File: config.mk
export PLATFORM = sky130hd
export DESIGN_NAME = bfx_front
export DESIGN_NICKNAME = d
export VERILOG_FILES = /design/src/bfx_pkg.sv /design/src/bfx_front.sv
export SDC_FILE = /design/constraint.sdc
export NUM_CORES = 1
export LEC_CHECK = 0
export BUFFER_PORTS_ARGS = -buffer_cell sky130_fd_sc_hd__buf_2
export CAP_MARGIN = 20
export CORE_MARGIN = 5
export CORE_UTILIZATION = 40
export DETAILED_ROUTE_END_ITERATION = 12
export PLACE_DENSITY_LB_ADDON = 0.25
export SLEW_MARGIN = 20
export SYNTH_ARGS = -nofsm -noshare
export SYNTH_HDL_FRONTEND = slang
export SYNTH_SLANG_ARGS = --single-unit
File: constraint.sdc
create_clock -name clk -period 9.7 [get_ports clk]
set_input_delay 1.94 -clock clk [delete_from_list [all_inputs] [get_ports clk]]
set_output_delay 1.94 -clock clk [all_outputs]
set_load 0.005 [all_outputs]
File: src/bfx_pkg.sv
// Shared types, sizes and codes of the bit field extract and insert block.
package bfx_pkg;

  localparam int unsigned BUF_BYTES      = 256;
  localparam int unsigned MAX_FIELD_BITS = 64;
  localparam int unsigned BUF_BITS       = BUF_BYTES * 8;

  localparam int FIELD_W = 64;
  localparam int MASK_W  = FIELD_W + 1;
  localparam int SIDX_W  = $clog2(FIELD_W);
  localparam int BYTE_W  = 8;
  localparam int POS_W   = 11;
  localparam int WID_W   = 7;
  localparam int END_W   = 12;
  localparam int LEN_W   = $clog2(BUF_BYTES + 1);
  localparam int ADDR_W  = $clog2(BUF_BYTES);

  // The store is split into byte lanes so that a field window never hits
  // one lane twice; each lane has its own write enable.
  localparam int LANES      = 16;
  localparam int LANE_SEL_W = $clog2(LANES);
  localparam int ROWS       = BUF_BYTES / LANES;
  localparam int ROW_AW     = ADDR_W - LANE_SEL_W;

  // Bytes a field can touch, bit offset within the first byte included.
  localparam int unsigned WIN_BYTES = (MAX_FIELD_BITS + 14) / 8;
  localparam int unsigned WIN_BITS  = WIN_BYTES * 8;
  localparam int WB_SEL_W = $clog2(WIN_BYTES);
  localparam int SH_W     = $clog2(WIN_BITS + 1);

  // Queue between front and back; the depth must be a power of two.
  localparam int Q_DEPTH = 2;
  localparam int Q_PTR_W = $clog2(Q_DEPTH);
  localparam int Q_CNT_W = $clog2(Q_DEPTH + 1);

  typedef enum logic [1:0] {
    ACT_CLEAR   = 2'd0,
    ACT_APPEND  = 2'd1,
    ACT_EXTRACT = 2'd2,
    ACT_INSERT  = 2'd3
  } act_t;

  typedef enum logic [1:0] {
    ST_OK        = 2'd0,
    ST_WIDE      = 2'd1,
    ST_BAD_WIDTH = 2'd2,
    ST_FULL      = 2'd3
  } stat_t;

  typedef struct packed {
    logic [1:0]         action;
    logic               msb;
    logic               sext;
    logic [POS_W-1:0]   pos;
    logic [WID_W-1:0]   width;
    logic [FIELD_W-1:0] field;
    logic [BYTE_W-1:0]  byte_in;
  } req_t;

  typedef struct packed {
    act_t               op;
    logic               access;
    logic               grow;
    logic               msb;
    logic               sext;
    logic [WID_W-1:0]   width;
    logic [SH_W-1:0]    shamt;
    logic [ADDR_W-1:0]  start;
    logic [FIELD_W-1:0] field;
    logic [BYTE_W-1:0]  byte_in;
    logic [LEN_W-1:0]   old_fill;
    logic [LEN_W-1:0]   new_fill;
    logic [END_W-1:0]   end_bit;
    stat_t              status;
  } cmd_t;

endpackage

File: src/bfx_front.sv
// Front end: accepts requests, tracks the fill length and classifies each request.
module bfx_front (
  input  logic            clk,
  input  logic            rst,
  input  logic            req_valid,
  input  bfx_pkg::req_t   req,
  input  logic            q_full,
  output logic            push,
  output bfx_pkg::cmd_t   cmd
);

  logic [bfx_pkg::LEN_W-1:0] fill;

  assign push = req_valid && !q_full;

  always_comb begin
    logic [bfx_pkg::END_W-1:0]   end_sum;
    logic [bfx_pkg::LEN_W+2:0]   total;
    logic [bfx_pkg::LEN_W-1:0]   need;
    logic [2:0]                  ofs;

    end_sum = bfx_pkg::END_W'(req.pos) + bfx_pkg::END_W'(req.width);
    total   = {fill, 3'b000};
    need    = bfx_pkg::LEN_W'((32'(end_sum) + 32'd7) >> 3);
    ofs     = req.pos[2:0];

    cmd.op       = bfx_pkg::act_t'(req.action);
    cmd.access   = 1'b0;
    cmd.grow     = 1'b0;
    cmd.msb      = req.msb;
    cmd.sext     = req.sext;
    cmd.width    = req.width;
    cmd.shamt    = '0;
    cmd.start    = bfx_pkg::ADDR_W'(req.pos >> 3);
    cmd.field    = req.field;
    cmd.byte_in  = req.byte_in;
    cmd.old_fill = fill;
    cmd.new_fill = fill;
    cmd.end_bit  = '0;
    cmd.status   = bfx_pkg::ST_OK;

    case (bfx_pkg::act_t'(req.action))
      bfx_pkg::ACT_CLEAR: begin
        cmd.new_fill = '0;
      end
      bfx_pkg::ACT_APPEND: begin
        if (32'(fill) < bfx_pkg::BUF_BYTES) begin
          cmd.new_fill = fill + bfx_pkg::LEN_W'(1);
        end else begin
          cmd.status = bfx_pkg::ST_FULL;
        end
      end
      bfx_pkg::ACT_EXTRACT: begin
        if (32'(req.width) > bfx_pkg::MAX_FIELD_BITS) begin
          cmd.status = bfx_pkg::ST_WIDE;
        end else if (req.width != '0 && 32'(req.pos) < 32'(total)) begin
          cmd.access = 1'b1;
          // Clamp the field to the end of the filled bytes.
          if (32'(end_sum) > 32'(total)) begin
            cmd.width = bfx_pkg::WID_W'(32'(total) - 32'(req.pos));
          end
        end
      end
      bfx_pkg::ACT_INSERT: begin
        if (req.width == '0 || 32'(req.width) > bfx_pkg::MAX_FIELD_BITS) begin
          cmd.status = bfx_pkg::ST_BAD_WIDTH;
        end else if (32'(end_sum) > bfx_pkg::BUF_BITS) begin
          cmd.status = bfx_pkg::ST_FULL;
        end else begin
          cmd.access  = 1'b1;
          cmd.end_bit = end_sum;
          if (need > fill) begin
            cmd.grow     = 1'b1;
            cmd.new_fill = need;
          end
        end
      end
      default: begin
        cmd.status = bfx_pkg::ST_OK;
      end
    endcase

    // Right shift that brings the field's low bit to bit zero of the window.
    if (req.msb) begin
      cmd.shamt = bfx_pkg::SH_W'(bfx_pkg::WIN_BITS - 32'(ofs) - 32'(cmd.width));
    end else begin
      cmd.shamt = bfx_pkg::SH_W'(ofs);
    end
  end

  always_ff @(posedge clk) begin
    if (rst) begin
      fill <= '0;
    end else if (push) begin
      fill <= cmd.new_fill;
    end
  end

endmodule

Word level (Yosys, flattened, before mapping)
Cells that the tools add are included.
- register bits after elaboration: 9
- input bits: 98
- output and inout bits: 133
- word-level logic and storage cells: 46
- add/subtract/negate cells: 6
- order comparisons: 6
- eq/ne operators: 3
- mux-type cells: 23
- reductions and logical operators: 7
- operator list (kind ; count):
    $mux 21 ; 2
    $mux 7 ; 5
    $pmux 9 s3 ; 1
    $mux 9 ; 2
    $sub 7x7->7 ; 2
    $add 11x7->12 ; 1
    $add 12x3->12 const B ; 1
    $gt 12x12->1 ; 1
    $gt 12x12->1 const B ; 1
    $lt 11x12->1 ; 1
    $mux 12 ; 1
    $mux 2 ; 5
    $add 9x1->9 const B ; 1
    $gt 9x9->1 ; 1
    $lt 9x9->1 const B ; 1
    $gt 7x7->1 const B ; 1
    $logic_not 7->1 ; 1
    $reduce_bool 7->1 ; 1
    $sub 7x3->7 const A ; 1
    $pmux 2 s3 ; 1
    $mux 1 ; 5
    $eq 2x2->1 const B ; 2
    $eq 2x1->1 const B ; 1
    $logic_and 1x1->1 ; 2
    other kinds (4) ; 4

Depth between registers and ports, before layout
- word-level depth: 8
- depth in mapped cells: 25
- gate-level depth less buffers: 25

Worst setup path after synthesis
No wires, ideal clock.
- path type: in2out
- from: input port req[72] (netlist name)
- to: output port cmd[117] (netlist name)
- arrival time: 6.233 ns
- slack: 1.527 ns
- stages: 23
- buffers on the path: 0
- cells stage by stage: ha_1 inv_1 fa_1 nand2b_1 a21oi_1 o211ai_2 xor2_1 inv_2 ha_1 and4_1 a41oi_1 o31ai_1 nor3_2 o21ai_0 ha_1 inv_1 ha_1 inv_1 fa_1 nor2b_1 nor2_1 a21o_1 a21oi_1
- RTL lines (item ; RTL line ; source):
    from (decl) ; bfx_front.sv:6 ; input bfx_pkg::req_t req,
    to (decl) ; bfx_front.sv:9 ; output bfx_pkg::cmd_t cmd

==> metrics <==
Top FF cell, synth dfxtp_1; Slew Limit Fails 0; hold slack just over 0.6 ns; synth top area cells buf_4 19%, ha_1 17%, dfxtp_1 5.3%, inv_1 4.9%, nor2_1 4.7%; Cell Area, Synth roughly 0.0034 mm^2; # setup viols final 0; post-detailed-route DRC marker count 0; Critical Path Sink Type output port; syn_nets slightly above 600; vias per cell approximately 5.5; HP Class reg -> reg; initial antenna violation count 0; WP data arrival roughly 7.0 ns; WL per Instance about 17 um; normalized max-slew margin 51.0%; Synth Register Bits 9; core area around 0.008 mm^2; via count 3142; kind of critical path in -> out; GR Util met1 between 20% and 30%; diodes inserted 0; CP required 7.76 ns; CTS sink cnt 9; Synth top area share between 10% and 20%; most common cell in the netlist buf_4; # hold bufs at CTS 0; gr usage total ~18%; Die Ht 102 um; vias in the first global route just under 3k; Leak 1.59 nW; Synth top cells by count 85 x buf_4, 47 x ha_1, 44 x inv_1; fin util about two fifths; minimum clock period 8.89 ns; GR Layer Usage met3 under 10%; share of cells above drive strength 1 ~23%; ANT nets after route 0; top fanout value on the critical path 7; worst skew pair latency 0.24 ns; RSZ-0062 raised after global routing false; gp weighted congestion just over 0.9; I/O pin cnt 231; final hold violation count 0; DIE AREA around 0.010 mm^2; CTS max path bufs 2; Max Cap Viol 0; TNS Setup 0 ns; GR Layer Usage met2 about 30%; sequential share of the synthesized area under 10%; biggest regs fill x9; post-CTS setup buffer count 0; GRT Max-Usage Layer met2; fmax around 110 MHz; total congestion overflow 0; clk slew on worst S/H paths about 0.050 ns; Root Driver clkbuf_8; largest net degree at the start of global routing 13; max reg flops 9; WL final between 9 and 10 mm; DRT Pass-1 Iters 4; syn avg cell area between 7 and 8 um^2; asr flop ratio synth 0%; Cell Count, Final, Fillers Out 568; dpl cells between 500 and 600; largest reg by FF count fill; type of origin of the critical path input pin; Post-synth EDFFs 0; area growth from synthesis to layout -2.34%; number of DRC markers in iteration 0 around 150; Overall Power 272 uW; Synth Warn # 0; CTS tree done; nets approximately 600; Cell Pwr Density 82.6 mW/mm^2; first-pass GRT wire length 15.0 mm; IO Port Bufs 84; period utilization around nine tenths; Slowest-stage cell, CP o31ai_1; status finished clean; Post-CTS Resized 0; worst slew pin tran between 0.7 and 0.8 ns; Netlist cell types 70; maximum vdd drop roughly 0.000054 V; Die W 102 um; synthesized instance count 468; Worst Skew about 0.0019 ns; DP HPWL around 8 mm; post-synth top area cell buf_4; clock buffer count from CTS 3; crit-path max cell delay 0.43 ns; Initial Util between 40% and 50%; H-tree levels 1; FP Rows 33
[metal layers]
metal	share of wire [%]	up-vias	wire length, um
met3	7.3	28	697
met2	47	112	4500
met1	43	1465	4100
li1	-	1537	-
met5	0	-	0
met4	2.1	0	199
[worst max-delay path: cells and delay by family]
| family | cells | cell delay, ns |
|---|---|---|
| AO/OA/AOI/OAI | 7 | 1.50 |
| buffers and inverters | 6 | 0.58 |
| AND/OR/NAND/NOR | 6 | 0.88 |
| adder cells (fa/ha/maj) | 6 | 1.69 |
| XOR/XNOR | 1 | 0.36 |
[cell families after synthesis]
| logic type | share of synthesized area (%) |
|---|---|
| AO/OA/AOI/OAI | 21.3 |
| XOR/XNOR | 6.42 |
| adder cells (fa/ha/maj) | 18.6 |
| buffers and inverters | 25.3 |
| flip-flops | 5.34 |
| multiplexers | 2.78 |
| AND/OR/NAND/NOR | 20.2 |
[per-stage QoR]
| stage | worst slack (ns) | instance area (um^2) |
|---|---|---|
| finish | 0.805 | 3290 |
| detailed placement | 0.809 | 3250 |
| global route | 0.367 | 3290 |
| CTS | 0.791 | 3290 |
| global placement | 0.907 | 3250 |
| floorplan | 1.53 | 3370 |
[final timing paths]
| check | cells after the start | endpoint | slack [ns] | startpoint |
|---|---|---|---|---|
| setup / recovery | 26 | cmd[117] | 0.81 | req[79] |
| hold / removal | 2 | fill[5] | 0.61 | fill[5] |
| setup reg to reg | 9 | fill[4] | 6.92 | fill[4] |
| hold reg to reg | 2 | fill[5] | 0.61 | fill[5] |
[area by class of cell]
type                    instances  area (um^2)
fillers                       887         4920
multi-input cells             319         2340
repair buffers                 84          420
flip-flops and latches          9          180
inverters                      47          178
well taps                     105          131
clock buffers                   4         45.0
[placed cells by master (no fill, tap or decap), types with 4 or more instances in the layout]
| cell | instances |
|---|---|
| a21o_1 | 6 |
| o22ai_1 | 4 |
| buf_2 | 84 |
| nor2b_1 | 7 |
| dfxtp_1 | 9 |
| mux2i_1 | 6 |
| nand2b_1 | 7 |
| a21oi_1 | 27 |
| o21ai_0 | 22 |
| or3_1 | 4 |
| xor2_1 | 10 |
| xnor2_1 | 12 |
| nor3_1 | 10 |
| nor2_1 | 42 |
| o211ai_1 | 4 |
| a211oi_1 | 4 |
| nand4_1 | 4 |
| nand2_1 | 28 |
| o21a_1 | 5 |
| ha_1 | 47 |
| nand3_1 | 8 |
| inv_1 | 44 |
[power breakdown]
group | switching, mW | internal [mW] | leakage (nW)
clock | 0.0168 | 0.0288 | 0.0228
combinational | 0.110 | 0.0753 | 1.50
sequential | 0.00293 | 0.0383 | 0.0731
total | 0.129 | 0.142 | 1.59
No activity file was read; power rests on OpenSTA's default activity.
