--- src/bfx_pkg.sv ---
// Shared types, sizes and codes of the bit field extract and insert block.
package bfx_pkg;

  localparam int unsigned BUF_BYTES      = 256;
  localparam int unsigned MAX_FIELD_BITS = 64;
  localparam int unsigned BUF_BITS       = BUF_BYTES * 8;

  localparam int FIELD_W = 64;
  localparam int MASK_W  = FIELD_W + 1;
  localparam int SIDX_W  = $clog2(FIELD_W);
  localparam int BYTE_W  = 8;
  localparam int POS_W   = 11;
  localparam int WID_W   = 7;
  localparam int END_W   = 12;
  localparam int LEN_W   = $clog2(BUF_BYTES + 1);
  localparam int ADDR_W  = $clog2(BUF_BYTES);

  // The store is split into byte lanes so that a field window never hits
  // one lane twice; each lane has its own write enable.
  localparam int LANES      = 16;
  localparam int LANE_SEL_W = $clog2(LANES);
  localparam int ROWS       = BUF_BYTES / LANES;
  localparam int ROW_AW     = ADDR_W - LANE_SEL_W;

  // Bytes a field can touch, bit offset within the first byte included.
  localparam int unsigned WIN_BYTES = (MAX_FIELD_BITS + 14) / 8;
  localparam int unsigned WIN_BITS  = WIN_BYTES * 8;
  localparam int WB_SEL_W = $clog2(WIN_BYTES);
  localparam int SH_W     = $clog2(WIN_BITS + 1);

  // Queue between front and back; the depth must be a power of two.
  localparam int Q_DEPTH = 2;
  localparam int Q_PTR_W = $clog2(Q_DEPTH);
  localparam int Q_CNT_W = $clog2(Q_DEPTH + 1);

  typedef enum logic [1:0] {
    ACT_CLEAR   = 2'd0,
    ACT_APPEND  = 2'd1,
    ACT_EXTRACT = 2'd2,
    ACT_INSERT  = 2'd3
  } act_t;

  typedef enum logic [1:0] {
    ST_OK        = 2'd0,
    ST_WIDE      = 2'd1,
    ST_BAD_WIDTH = 2'd2,
    ST_FULL      = 2'd3
  } stat_t;

  typedef struct packed {
    logic [1:0]         action;
    logic               msb;
    logic               sext;
    logic [POS_W-1:0]   pos;
    logic [WID_W-1:0]   width;
    logic [FIELD_W-1:0] field;
    logic [BYTE_W-1:0]  byte_in;
  } req_t;

  typedef struct packed {
    act_t               op;
    logic               access;
    logic               grow;
    logic               msb;
    logic               sext;
    logic [WID_W-1:0]   width;
    logic [SH_W-1:0]    shamt;
    logic [ADDR_W-1:0]  start;
    logic [FIELD_W-1:0] field;
    logic [BYTE_W-1:0]  byte_in;
    logic [LEN_W-1:0]   old_fill;
    logic [LEN_W-1:0]   new_fill;
    logic [END_W-1:0]   end_bit;
    stat_t              status;
  } cmd_t;

endpackage

--- src/bfx_queue.sv ---
// Short command queue between the front end and the back end.
module bfx_queue (
  input  logic          clk,
  input  logic          rst,
  input  logic          push,
  input  bfx_pkg::cmd_t din,
  input  logic          pop,
  output bfx_pkg::cmd_t dout,
  output logic          not_empty,
  output logic          full
);

  bfx_pkg::cmd_t entry [bfx_pkg::Q_DEPTH];

  logic [bfx_pkg::Q_PTR_W-1:0] wp;
  logic [bfx_pkg::Q_PTR_W-1:0] rp;
  logic [bfx_pkg::Q_CNT_W-1:0] count;

  assign dout      = entry[rp];
  assign not_empty = count != '0;
  assign full      = 32'(count) == bfx_pkg::Q_DEPTH;

  always_ff @(posedge clk) begin
    if (push) begin
      entry[wp] <= din;
    end
    if (rst) begin
      wp    <= '0;
      rp    <= '0;
      count <= '0;
    end else begin
      if (push) begin
        wp <= wp + bfx_pkg::Q_PTR_W'(1);
      end
      if (pop) begin
        rp <= rp + bfx_pkg::Q_PTR_W'(1);
      end
      if (push && !pop) begin
        count <= count + bfx_pkg::Q_CNT_W'(1);
      end else if (pop && !push) begin
        count <= count - bfx_pkg::Q_CNT_W'(1);
      end
    end
  end

endmodule

--- config.mk ---
export PLATFORM = sky130hd
export DESIGN_NAME = bfx_queue
export DESIGN_NICKNAME = d
export VERILOG_FILES = /design/src/bfx_pkg.sv /design/src/bfx_queue.sv
export SDC_FILE = /design/constraint.sdc
export NUM_CORES = 1
export LEC_CHECK = 0
export ABC_AREA = 0
export BUFFER_PORTS_ARGS = -buffer_cell sky130_fd_sc_hd__buf_2
export CORE_ASPECT_RATIO = 0.9
export CORE_MARGIN = 3
export CORE_UTILIZATION = 55
export CTS_CLUSTER_DIAMETER = 30
export DETAILED_ROUTE_END_ITERATION = 8
export GPL_TIMING_DRIVEN = 0
export PLACE_DENSITY = 0.8
export SLEW_MARGIN = 20
export SYNTH_ARGS = -nofsm -noshare
export SYNTH_HDL_FRONTEND = slang
export SYNTH_SLANG_ARGS = --single-unit
--- constraint.sdc ---
create_clock -name clk -period 19.1 [get_ports clk]
set_input_delay 3.82 -clock clk [delete_from_list [all_inputs] [get_ports clk]]
set_output_delay 3.82 -clock clk [all_outputs]
set_load 0.02 [all_outputs]
Word-level counts from Yosys, hierarchy flattened
Memory sizes are Yosys's and may differ from the RTL's. A register that Yosys moved wholly into a read port is not among the register bits.
Index checks and enable logic that the tools add are counted.
- memories: 1
- bits in writable memories: 264
- word-level logic and storage cells: 21
- output and inout port bits: 134
- input bits: 136
- register bits: 4
- eq/ne operators: 1
- $add $sub $neg: 4
- mux-type cells: 6
- reductions and logical operators: 6
- memory list (memory ; words ; bits a word ; rd ports ; clocked after Yosys merged registers in ; wr ports ; line ; text):
    entry ; 2 ; 132 ; 1 ; 1 ; 1 ; bfx_queue.sv:13 ; bfx_pkg::cmd_t entry [bfx_pkg::Q_DEPTH];
- operators with widths (operator ; count):
    2-to-1 mux 1 bit ; 4
    2-to-1 mux 2 bit ; 2
    nonzero test 2 bit ; 2
    adder 1 bit, second input constant ; 2
    adder 2 x 1 -> 2 bit, second input constant ; 1
    equality test 2 bit, second input constant ; 1
    logical AND 1 bit ; 2
    logical NOT 1 bit ; 2
    subtractor 2 x 1 -> 2 bit, second input constant ; 1

Depth between registers and ports, before layout
Gate-level depths: netlist of the first run.
- depth in word-level cells: 4
- mapped depth: 5
- mapped depth without buffers: 5

Least setup slack after synthesis of the first run
Ideal clock, no wire load.
- path kind: input -> register
- from: in push
- to: mem entry[0][0] (netlist bit), enable pin
- buffers on the path: 0
- path slack: 8920 ps
- data required time: 18459 ps
- library setup time: 641 ps
- stages on the path: 1
- arrival: 9539 ps
- cell sequence: nor2b_1
- cells in the longest elaborated chain, start to end: 2
- RTL lines (element ; line ; text):
    start, declared ; bfx_queue.sv:5 ; input logic push,
    2-to-1 mux 1 bit ; bfx_queue.sv:24 ; if (push) begin
    2-to-1 mux 1 bit (not written as such) ; bfx_queue.sv:25 ; entry[wp] <= din;
    end, declared ; bfx_queue.sv:13 ;
No other way between the ends.

==> results of run 1 <==
-- Yosys cell counts --
cell type,count
mux2_4,80
or3_1,1
buf_2,5
xnor2_1,2
nor2b_1,2
and2_1,1
dfxtp_1,5
nor2_1,4
buf_8,1
edfxtp_1,264
buf_6,9
inv_1,1
or2_2,1
ha_1,1
mux2_2,52
a21oi_1,1
xor2_1,2
o21ai_0,1
-- cells by family (layout without fill, tap and decap cells) --
| family | count (synthesis) | after routing |
|---|---|---|
| flops | 269 | 269 |
| mux | 132 | 132 |
| buf+inv | 16 | 372 |
| simple gates | 9 | 9 |
| xor+xnor | 4 | 4 |
| compound gates | 2 | 2 |
| fa+ha+maj | 1 | 1 |
-- registers in the layout, summed over array words and instances, names as in the netlist, named ones only --
name and cells:
rp 1, wp 1, entry 264, count 2
-- power breakdown --
group          switching [uW]  internal (uW)  total [uW]
Sequential               10.1            690         700
Combinational             108           84.2         192
Clock                     273            478         752
Total                     391           1250        1640
-- routing by layer --
layer / vias to the layer above / routed length (um) / track usage [%]
met1: 2579 / 7520 / 23.0
met5: - / 0 / 0
met2: 273 / 10600 / 35.6
met4: 0 / 392 / 6.52
li1: 2398 / - / -
met3: 39 / 2340 / 8.45
-- per-stage QoR --
stage,util (%),std cells,worst slack [ns],power (uW)
2_1_floorplan,-,433,8.92,835
3_3_place_gp,65.8,942,6.17,896
3_5_place_dp,66.9,949,13.60,902
4_1_cts,75.0,1029,13.41,1660
5_1_grt,75.0,1029,13.36,1700
6_report,75.0,1029,13.46,1640
-- cell usage in the layout (no fill, tap or decap), types with 2 or more instances in the layout --
cell and count:
buf_12 3, buf_16 4, buf_2 274, buf_6 9, bufinv_16 3, clkbuf_1 3, clkbuf_16 45, clkinv_2 8
clkinv_4 7, clkinvlp_4 6, dfxtp_1 5, edfxtp_1 264, inv_6 4, inv_8 3, mux2_2 52, mux2_4 80
nor2_1 4, xnor2_1 2, xor2_1 2
-- tightest hold or removal path, cell delays in order, from the launching register on --
cell     delay, ns
dfxtp_1       0.33
xnor2_1       0.10
nor2_1        0.10
-- worst max path at each step --
stage                   start                      to
finish              flip-flop                dout[34]
CTS                 flip-flop                dout[34]
detailed placement       push  entry[0][64]$_DFFE_PP_
global placement         push  entry[0][64]$_DFFE_PP_
floorplan                push   entry[0][0]$_DFFE_PP_
global route        flip-flop                dout[34]
-- area by class of cell --
class / count / area, um2 / share of cell area [%]
inverter: 1 / 3.75 / 0.0281
tap: 240 / 300 / 2.25
timing repair buffer: 276 / 1520 / 11.4
multi-input combinational: 148 / 1900 / 14.3
buffer: 15 / 141 / 1.06
clock inverter: 32 / 309 / 2.32
clock buffer: 48 / 1140 / 8.53
sequential: 269 / 8030 / 60.2
==> results.py, run 1 <==
metrics = {
    "outcome": {
        "status": "completed",
    },
    "placed_design": {
        "place_area_um2": 11900,
        "io_buffers": 269,
        "routabilityCongestion": 0.745,
        "dp_hpwl_um": 13600,
    },
    "critical_path": {
        "path_class": "flip-flop to primary output",
        "critPathCaptureType": "primary output",
        "path_cells": "buf_6 -> buf_8 -> buf_6 -> mux2_4 -> buf_2",
        "r2r_end": "entry[0][66]$_DFFE_PP_",
        "cp_slowest_cell": "dfxtp_1",
        "critPathArrivalTime_ns": 1.82,
        "path_delay_family": "buffers and inverters",
        "worst-path-max-fanout": 10,
        "critical_path_cell_count": 5,
        "cp-start-kind": "flip-flop",
        "crit_path_frequent_cell": "buf_6",
        "timing.rr.start": "wp$_SDFFE_PP0P_",
        "worstRegToRegCells": 4,
        "cp.required_ns": 15.28,
        "critPathBufInv": 4,
        "reg2reg_slack_ns": 17.23,
        "max_stage_delay_ns": 0.32,
    },
    "yosys": {
        "syn-instance-count": 433,
        "synth_nets": 570,
        "ys_top_cells_by_area": "edfxtp_1, mux2_4, mux2_2, buf_6, dfxtp_1",
        "netlist.area_leader.share_pct": 78.8,
        "ys_warn_count": 0,
        "synth_xor_area_share_pct": 0.348,
        "synth_cell_types": 18,
        "synth_adder_area_share_pct": 0.124,
        "syn_area_um2": 10100,
        "synth_compound_area_share_pct": 0.0995,
        "yosysSeqAreaShare_pct": 79.8,
        "synthMuxAreaShare_pct": 17.8,
        "syn_area_per_cell_um2": 23.2,
        "synth_top_family_by_area": "multiplexers",
        "ys_ff_latch": 269,
        "synth_top_cell_by_area": "edfxtp_1",
        "synth-simple-area-share_pct": 0.460,
    },
    "die": {
        "boundaryPins": 270,
        "core-area_um2": 17800,
        "fp.dieH_um": 134,
        "initial_core_util_pct": 56.6,
        "die_x_um": 149,
        "rows": 46,
        "dieArea_um2": 20000,
    },
    "detailed_routing": {
        "vias": 5289,
        "first_pass_iters": 4,
        "wl_per_cell_um": 20.3,
        "dr.first_iter.drc_count": 309,
        "vias_per_cell": 5.14,
        "routed_wl_um": 20800,
        "ant_nets": 0,
        "drc": 0,
    },
    "finish": {
        "diodes": 0,
        "nFillCells": 992,
        "drive_gt1_share_pct": 63.6,
        "fin_nets": 892,
        "final_area_um2": 13300,
        "area_delta_synth_final_pct": 32.5,
    },
    "run": {
        "cap_violations": 0,
    },
    "sta": {
        "finalClockSkew_ns": 0.0116,
        "clock.fmax_mhz": 177,
        "final-setup-viol-count": 0,
        "worst_pin_slew_ns": 0.631,
        "hold_viol": 0,
        "tns_ns": 0,
        "relSlewSlack_pct": 57.8,
        "final.period_utilization_pct": 29.5,
        "rsz0062_at_grt": "false",
        "final.min_clock_period_ns": 5.64,
        "hold_slack_ns": 0.573,
        "slew_violations": 0,
    },
    "global_route": {
        "grt_overflow": 0,
        "track_usage_pct": 20.4,
        "grt_pass1_wl_um": 31200,
        "antenna_found_initial": 0,
        "grt_max_degree": 53,
        "grt_pass1_vias": 5735,
    },
    "worst_hold_path": {
        "holdPathStages": 2,
        "min_path_type": "flip-flop to flip-flop",
        "min_from": "rp$_SDFFE_PP0P_",
    },
    "clock_tree": {
        "insertion_delay_ns": 0.51,
        "cts-root-buf": "clkbuf_16",
        "cts_buffers": 44,
        "clk_path_buf_depth": 3,
        "cts_tree": "done",
        "clock-sinks": 269,
        "cts_setup_buffers": 0,
        "clk_pin_slew_ns": 0.05,
        "cts_hold_buffers": 0,
        "htreeDepth": 2,
        "cts_resized": 0,
    },
    "power_and_ir_drop": {
        "power.density_nw_per_um2": 123,
        "p_leak_uw": 0.00529,
        "irDropWorstVdd_uv": 102,
    },
}
(Power assumes the default switching activity.)
==> run 2: changes to the inputs <==
--- a/config.mk
+++ b/config.mk
@@ -9,11 +9,11 @@
 export BUFFER_PORTS_ARGS = -buffer_cell sky130_fd_sc_hd__buf_2
 export CORE_ASPECT_RATIO = 0.9
 export CORE_MARGIN = 3
-export CORE_UTILIZATION = 55
+export CORE_UTILIZATION = 47
 export CTS_CLUSTER_DIAMETER = 30
 export DETAILED_ROUTE_END_ITERATION = 8
 export GPL_TIMING_DRIVEN = 0
-export PLACE_DENSITY = 0.8
+export PLACE_DENSITY = 0.72
 export SLEW_MARGIN = 20
 export SYNTH_ARGS = -nofsm -noshare
 export SYNTH_HDL_FRONTEND = slang
==> constraint.sdc (replaced) <==
create_clock -name clk -period 4.6 [get_ports clk]
set_input_delay 0.92 -clock clk [delete_from_list [all_inputs] [get_ports clk]]
set_output_delay 0.92 -clock clk [all_outputs]
set_load 0.02 [all_outputs]
==> run 2 against run 1 <==
Against the previous run: die area rose by 16%; clock power rose to 4.1 times the previous value; via count fell by 2.5%; register-to-register slack got worse by 14 ns; sequential share of layout area fell by 0.45 points; power rose to 4.1 times the previous value; sequential cell count did not move; final cell count rose by 5.2%; clock-buffer cell count rose by 6; sequential power rose to 4.1 times the previous value; critical path depth did not move; critical path type unchanged; critical endpoint is now dout[68]; largest cell class unchanged.
==> results.py, run 2 (same netlist as run 1, synthesis figures left out) <==
metrics = {
    "detailed_routing": {
        "wl_per_cell_um": 17.9,
        "vias_per_cell": 4.77,
        "dr.first_iter.drc_count": 200,
        "routed_wl_um": 19300,
        "ant_nets": 0,
        "first_pass_iters": 5,
        "vias": 5159,
        "drc": 0,
    },
    "sta": {
        "rsz0062_at_grt": "false",
        "worst_slack_ns": 1.84,
        "finalClockSkew_ns": 0.0141,
        "final.min_clock_period_ns": 2.76,
        "final-setup-viol-count": 0,
        "tns_ns": 0,
        "slew_violations": 0,
        "clock.fmax_mhz": 362,
        "worst_pin_slew_ns": 0.716,
        "final.period_utilization_pct": 60.1,
        "relSlewSlack_pct": 52.3,
        "hold_viol": 0,
    },
    "finish": {
        "final_common_cell": "buf_2",
        "drive_gt1_share_pct": 63.2,
        "fin_nets": 895,
        "final_cell_mix": "buf_2, edfxtp_1, mux2_4, mux2_2, clkbuf_16",
        "top_register": "entry",
        "reg_top3": "entry: 264 flops, count: 2 flops",
        "final_area_um2": 13400,
        "largest_reg_flops": 264,
        "area_delta_synth_final_pct": 33.5,
    },
    "placed_design": {
        "io_buffers": 269,
        "place_ws_ns": 2.18,
        "place_area_um2": 12000,
        "dp_hpwl_um": 13600,
        "routabilityCongestion": 0.746,
    },
    "run": {
        "cap_violations": 0,
    },
    "critical_path": {
        "worstRegToRegCells": 2,
        "reg2reg_slack_ns": 2.82,
        "worst-path-max-fanout": 10,
        "cp.required_ns": 3.68,
        "critPathCaptureType": "primary output",
        "cp-start-kind": "flip-flop",
        "timing.rr.start": "wp$_SDFFE_PP0P_",
        "r2r_end": "entry[1][100]$_DFFE_PP_",
        "critPathArrivalTime_ns": 1.84,
        "path_class": "flip-flop to primary output",
    },
    "die": {
        "boundaryPins": 270,
        "fp.dieH_um": 145,
        "dieArea_um2": 23200,
        "rows": 50,
        "die_x_um": 160,
        "initial_core_util_pct": 48.2,
        "core-area_um2": 20900,
    },
    "clock_tree": {
        "insertion_delay_ns": 0.51,
        "clk_path_buf_depth": 3,
        "cts_tree": "done",
        "htreeDepth": 2,
        "cts_resized": 0,
        "clk_pin_slew_ns": 0.05,
        "cts_buffers": 46,
        "cts_hold_buffers": 0,
        "clock-sinks": 269,
        "cts-root-buf": "clkbuf_16",
        "cts_setup_buffers": 0,
    },
    "outcome": {
        "status": "completed",
    },
    "global_route": {
        "grt_max_degree": 50,
        "grt_overflow": 0,
        "grt_pass1_wl_um": 29300,
        "grt_pass1_vias": 5544,
        "track_usage_pct": 16.1,
        "antenna_found_initial": 3,
    },
    "worst_hold_path": {
        "min_from": "count[1]$_SDFFE_PP0P_",
        "holdPathStages": 2,
        "min_to": "count[1]$_SDFFE_PP0P_",
        "min_path_type": "flip-flop to flip-flop",
    },
    "power_and_ir_drop": {
        "irDropWorstVdd_uv": 353,
        "power.density_nw_per_um2": 506,
        "p_leak_uw": 0.00531,
    },
}
==> run 2: layout make-up <==
| type | count | area (um2) |
|---|---|---|
| Sequential cell | 269 | 8030 |
| Fill cell | 1484 | 7460 |
| Multi-Input combinational cell | 148 | 1900 |
| Timing Repair Buffer | 277 | 1540 |
| Clock buffer | 54 | 1200 |
| Tap cell | 286 | 358 |
| Clock inverter | 30 | 263 |
| Buffer | 15 | 141 |
| Antenna cell | 2 | 5.00 |
| Inverter | 1 | 3.75 |
==> run 2: how the worst max path moves through the flow <==
stage	startpoint	endpoint	slack, ns	cells after the start
2_1_floorplan	push	entry[1][0]$_DFFE_PP_	0.17	1
3_3_place_gp	push	entry[1][106]$_DFFE_PP_	-1.35	2
3_5_place_dp	push	entry[1][101]$_DFFE_PP_	2.18	3
4_1_cts	flip-flop	dout[69]	1.77	5
5_1_grt	flip-flop	dout[65]	1.74	5
6_report	flip-flop	dout[68]	1.84	5
==> run 2: routing by layer <==
| metal | wire [um] | GRT usage (%) | part of all wire [%] | vias to the layer above |
|---|---|---|---|---|
| li1 | - | - | - | 2415 |
| met1 | 7580 | 18.6 | 39 | 2489 |
| met2 | 9510 | 27.2 | 49 | 220 |
| met3 | 1940 | 7.11 | 10 | 31 |
| met4 | 271 | 5.02 | 1.4 | 4 |
| met5 | 19 | 0 | 0.098 | - |
==> run 2: metrics by stage <==
stage | std cells | utilization, % | total power [uW] | hold slack [ns]
final | 1082 | 64.3 | 6800 | 0.502
after global routing | 1080 | 64.3 | 7070 | 0.541
after detailed placement | 996 | 57.3 | 3750 | 0.488
after floorplan | 433 | - | 3460 | 0.456
after global placement | 988 | 56.4 | 3710 | 0.487
after CTS | 1080 | 64.3 | 6900 | 0.497
==> run 2: where the power goes <==
group / switching, uW / leakage [uW] / total, uW / internal (uW)
Sequential: 36.4 / 0.00252 / 2900 / 2870
Clock: 1110 / 0.000706 / 3110 / 2000
Combinational: 437 / 0.00208 / 789 / 353
Total: 1580 / 0.00531 / 6800 / 5220
==> run 2: worst max-delay path, stage by stage, from the launching register on <==
cell,delay (ns)
dfxtp_1,0.32
buf_6,0.14
buf_8,0.18
buf_6,0.21
mux2_4,0.32
buf_2,0.17
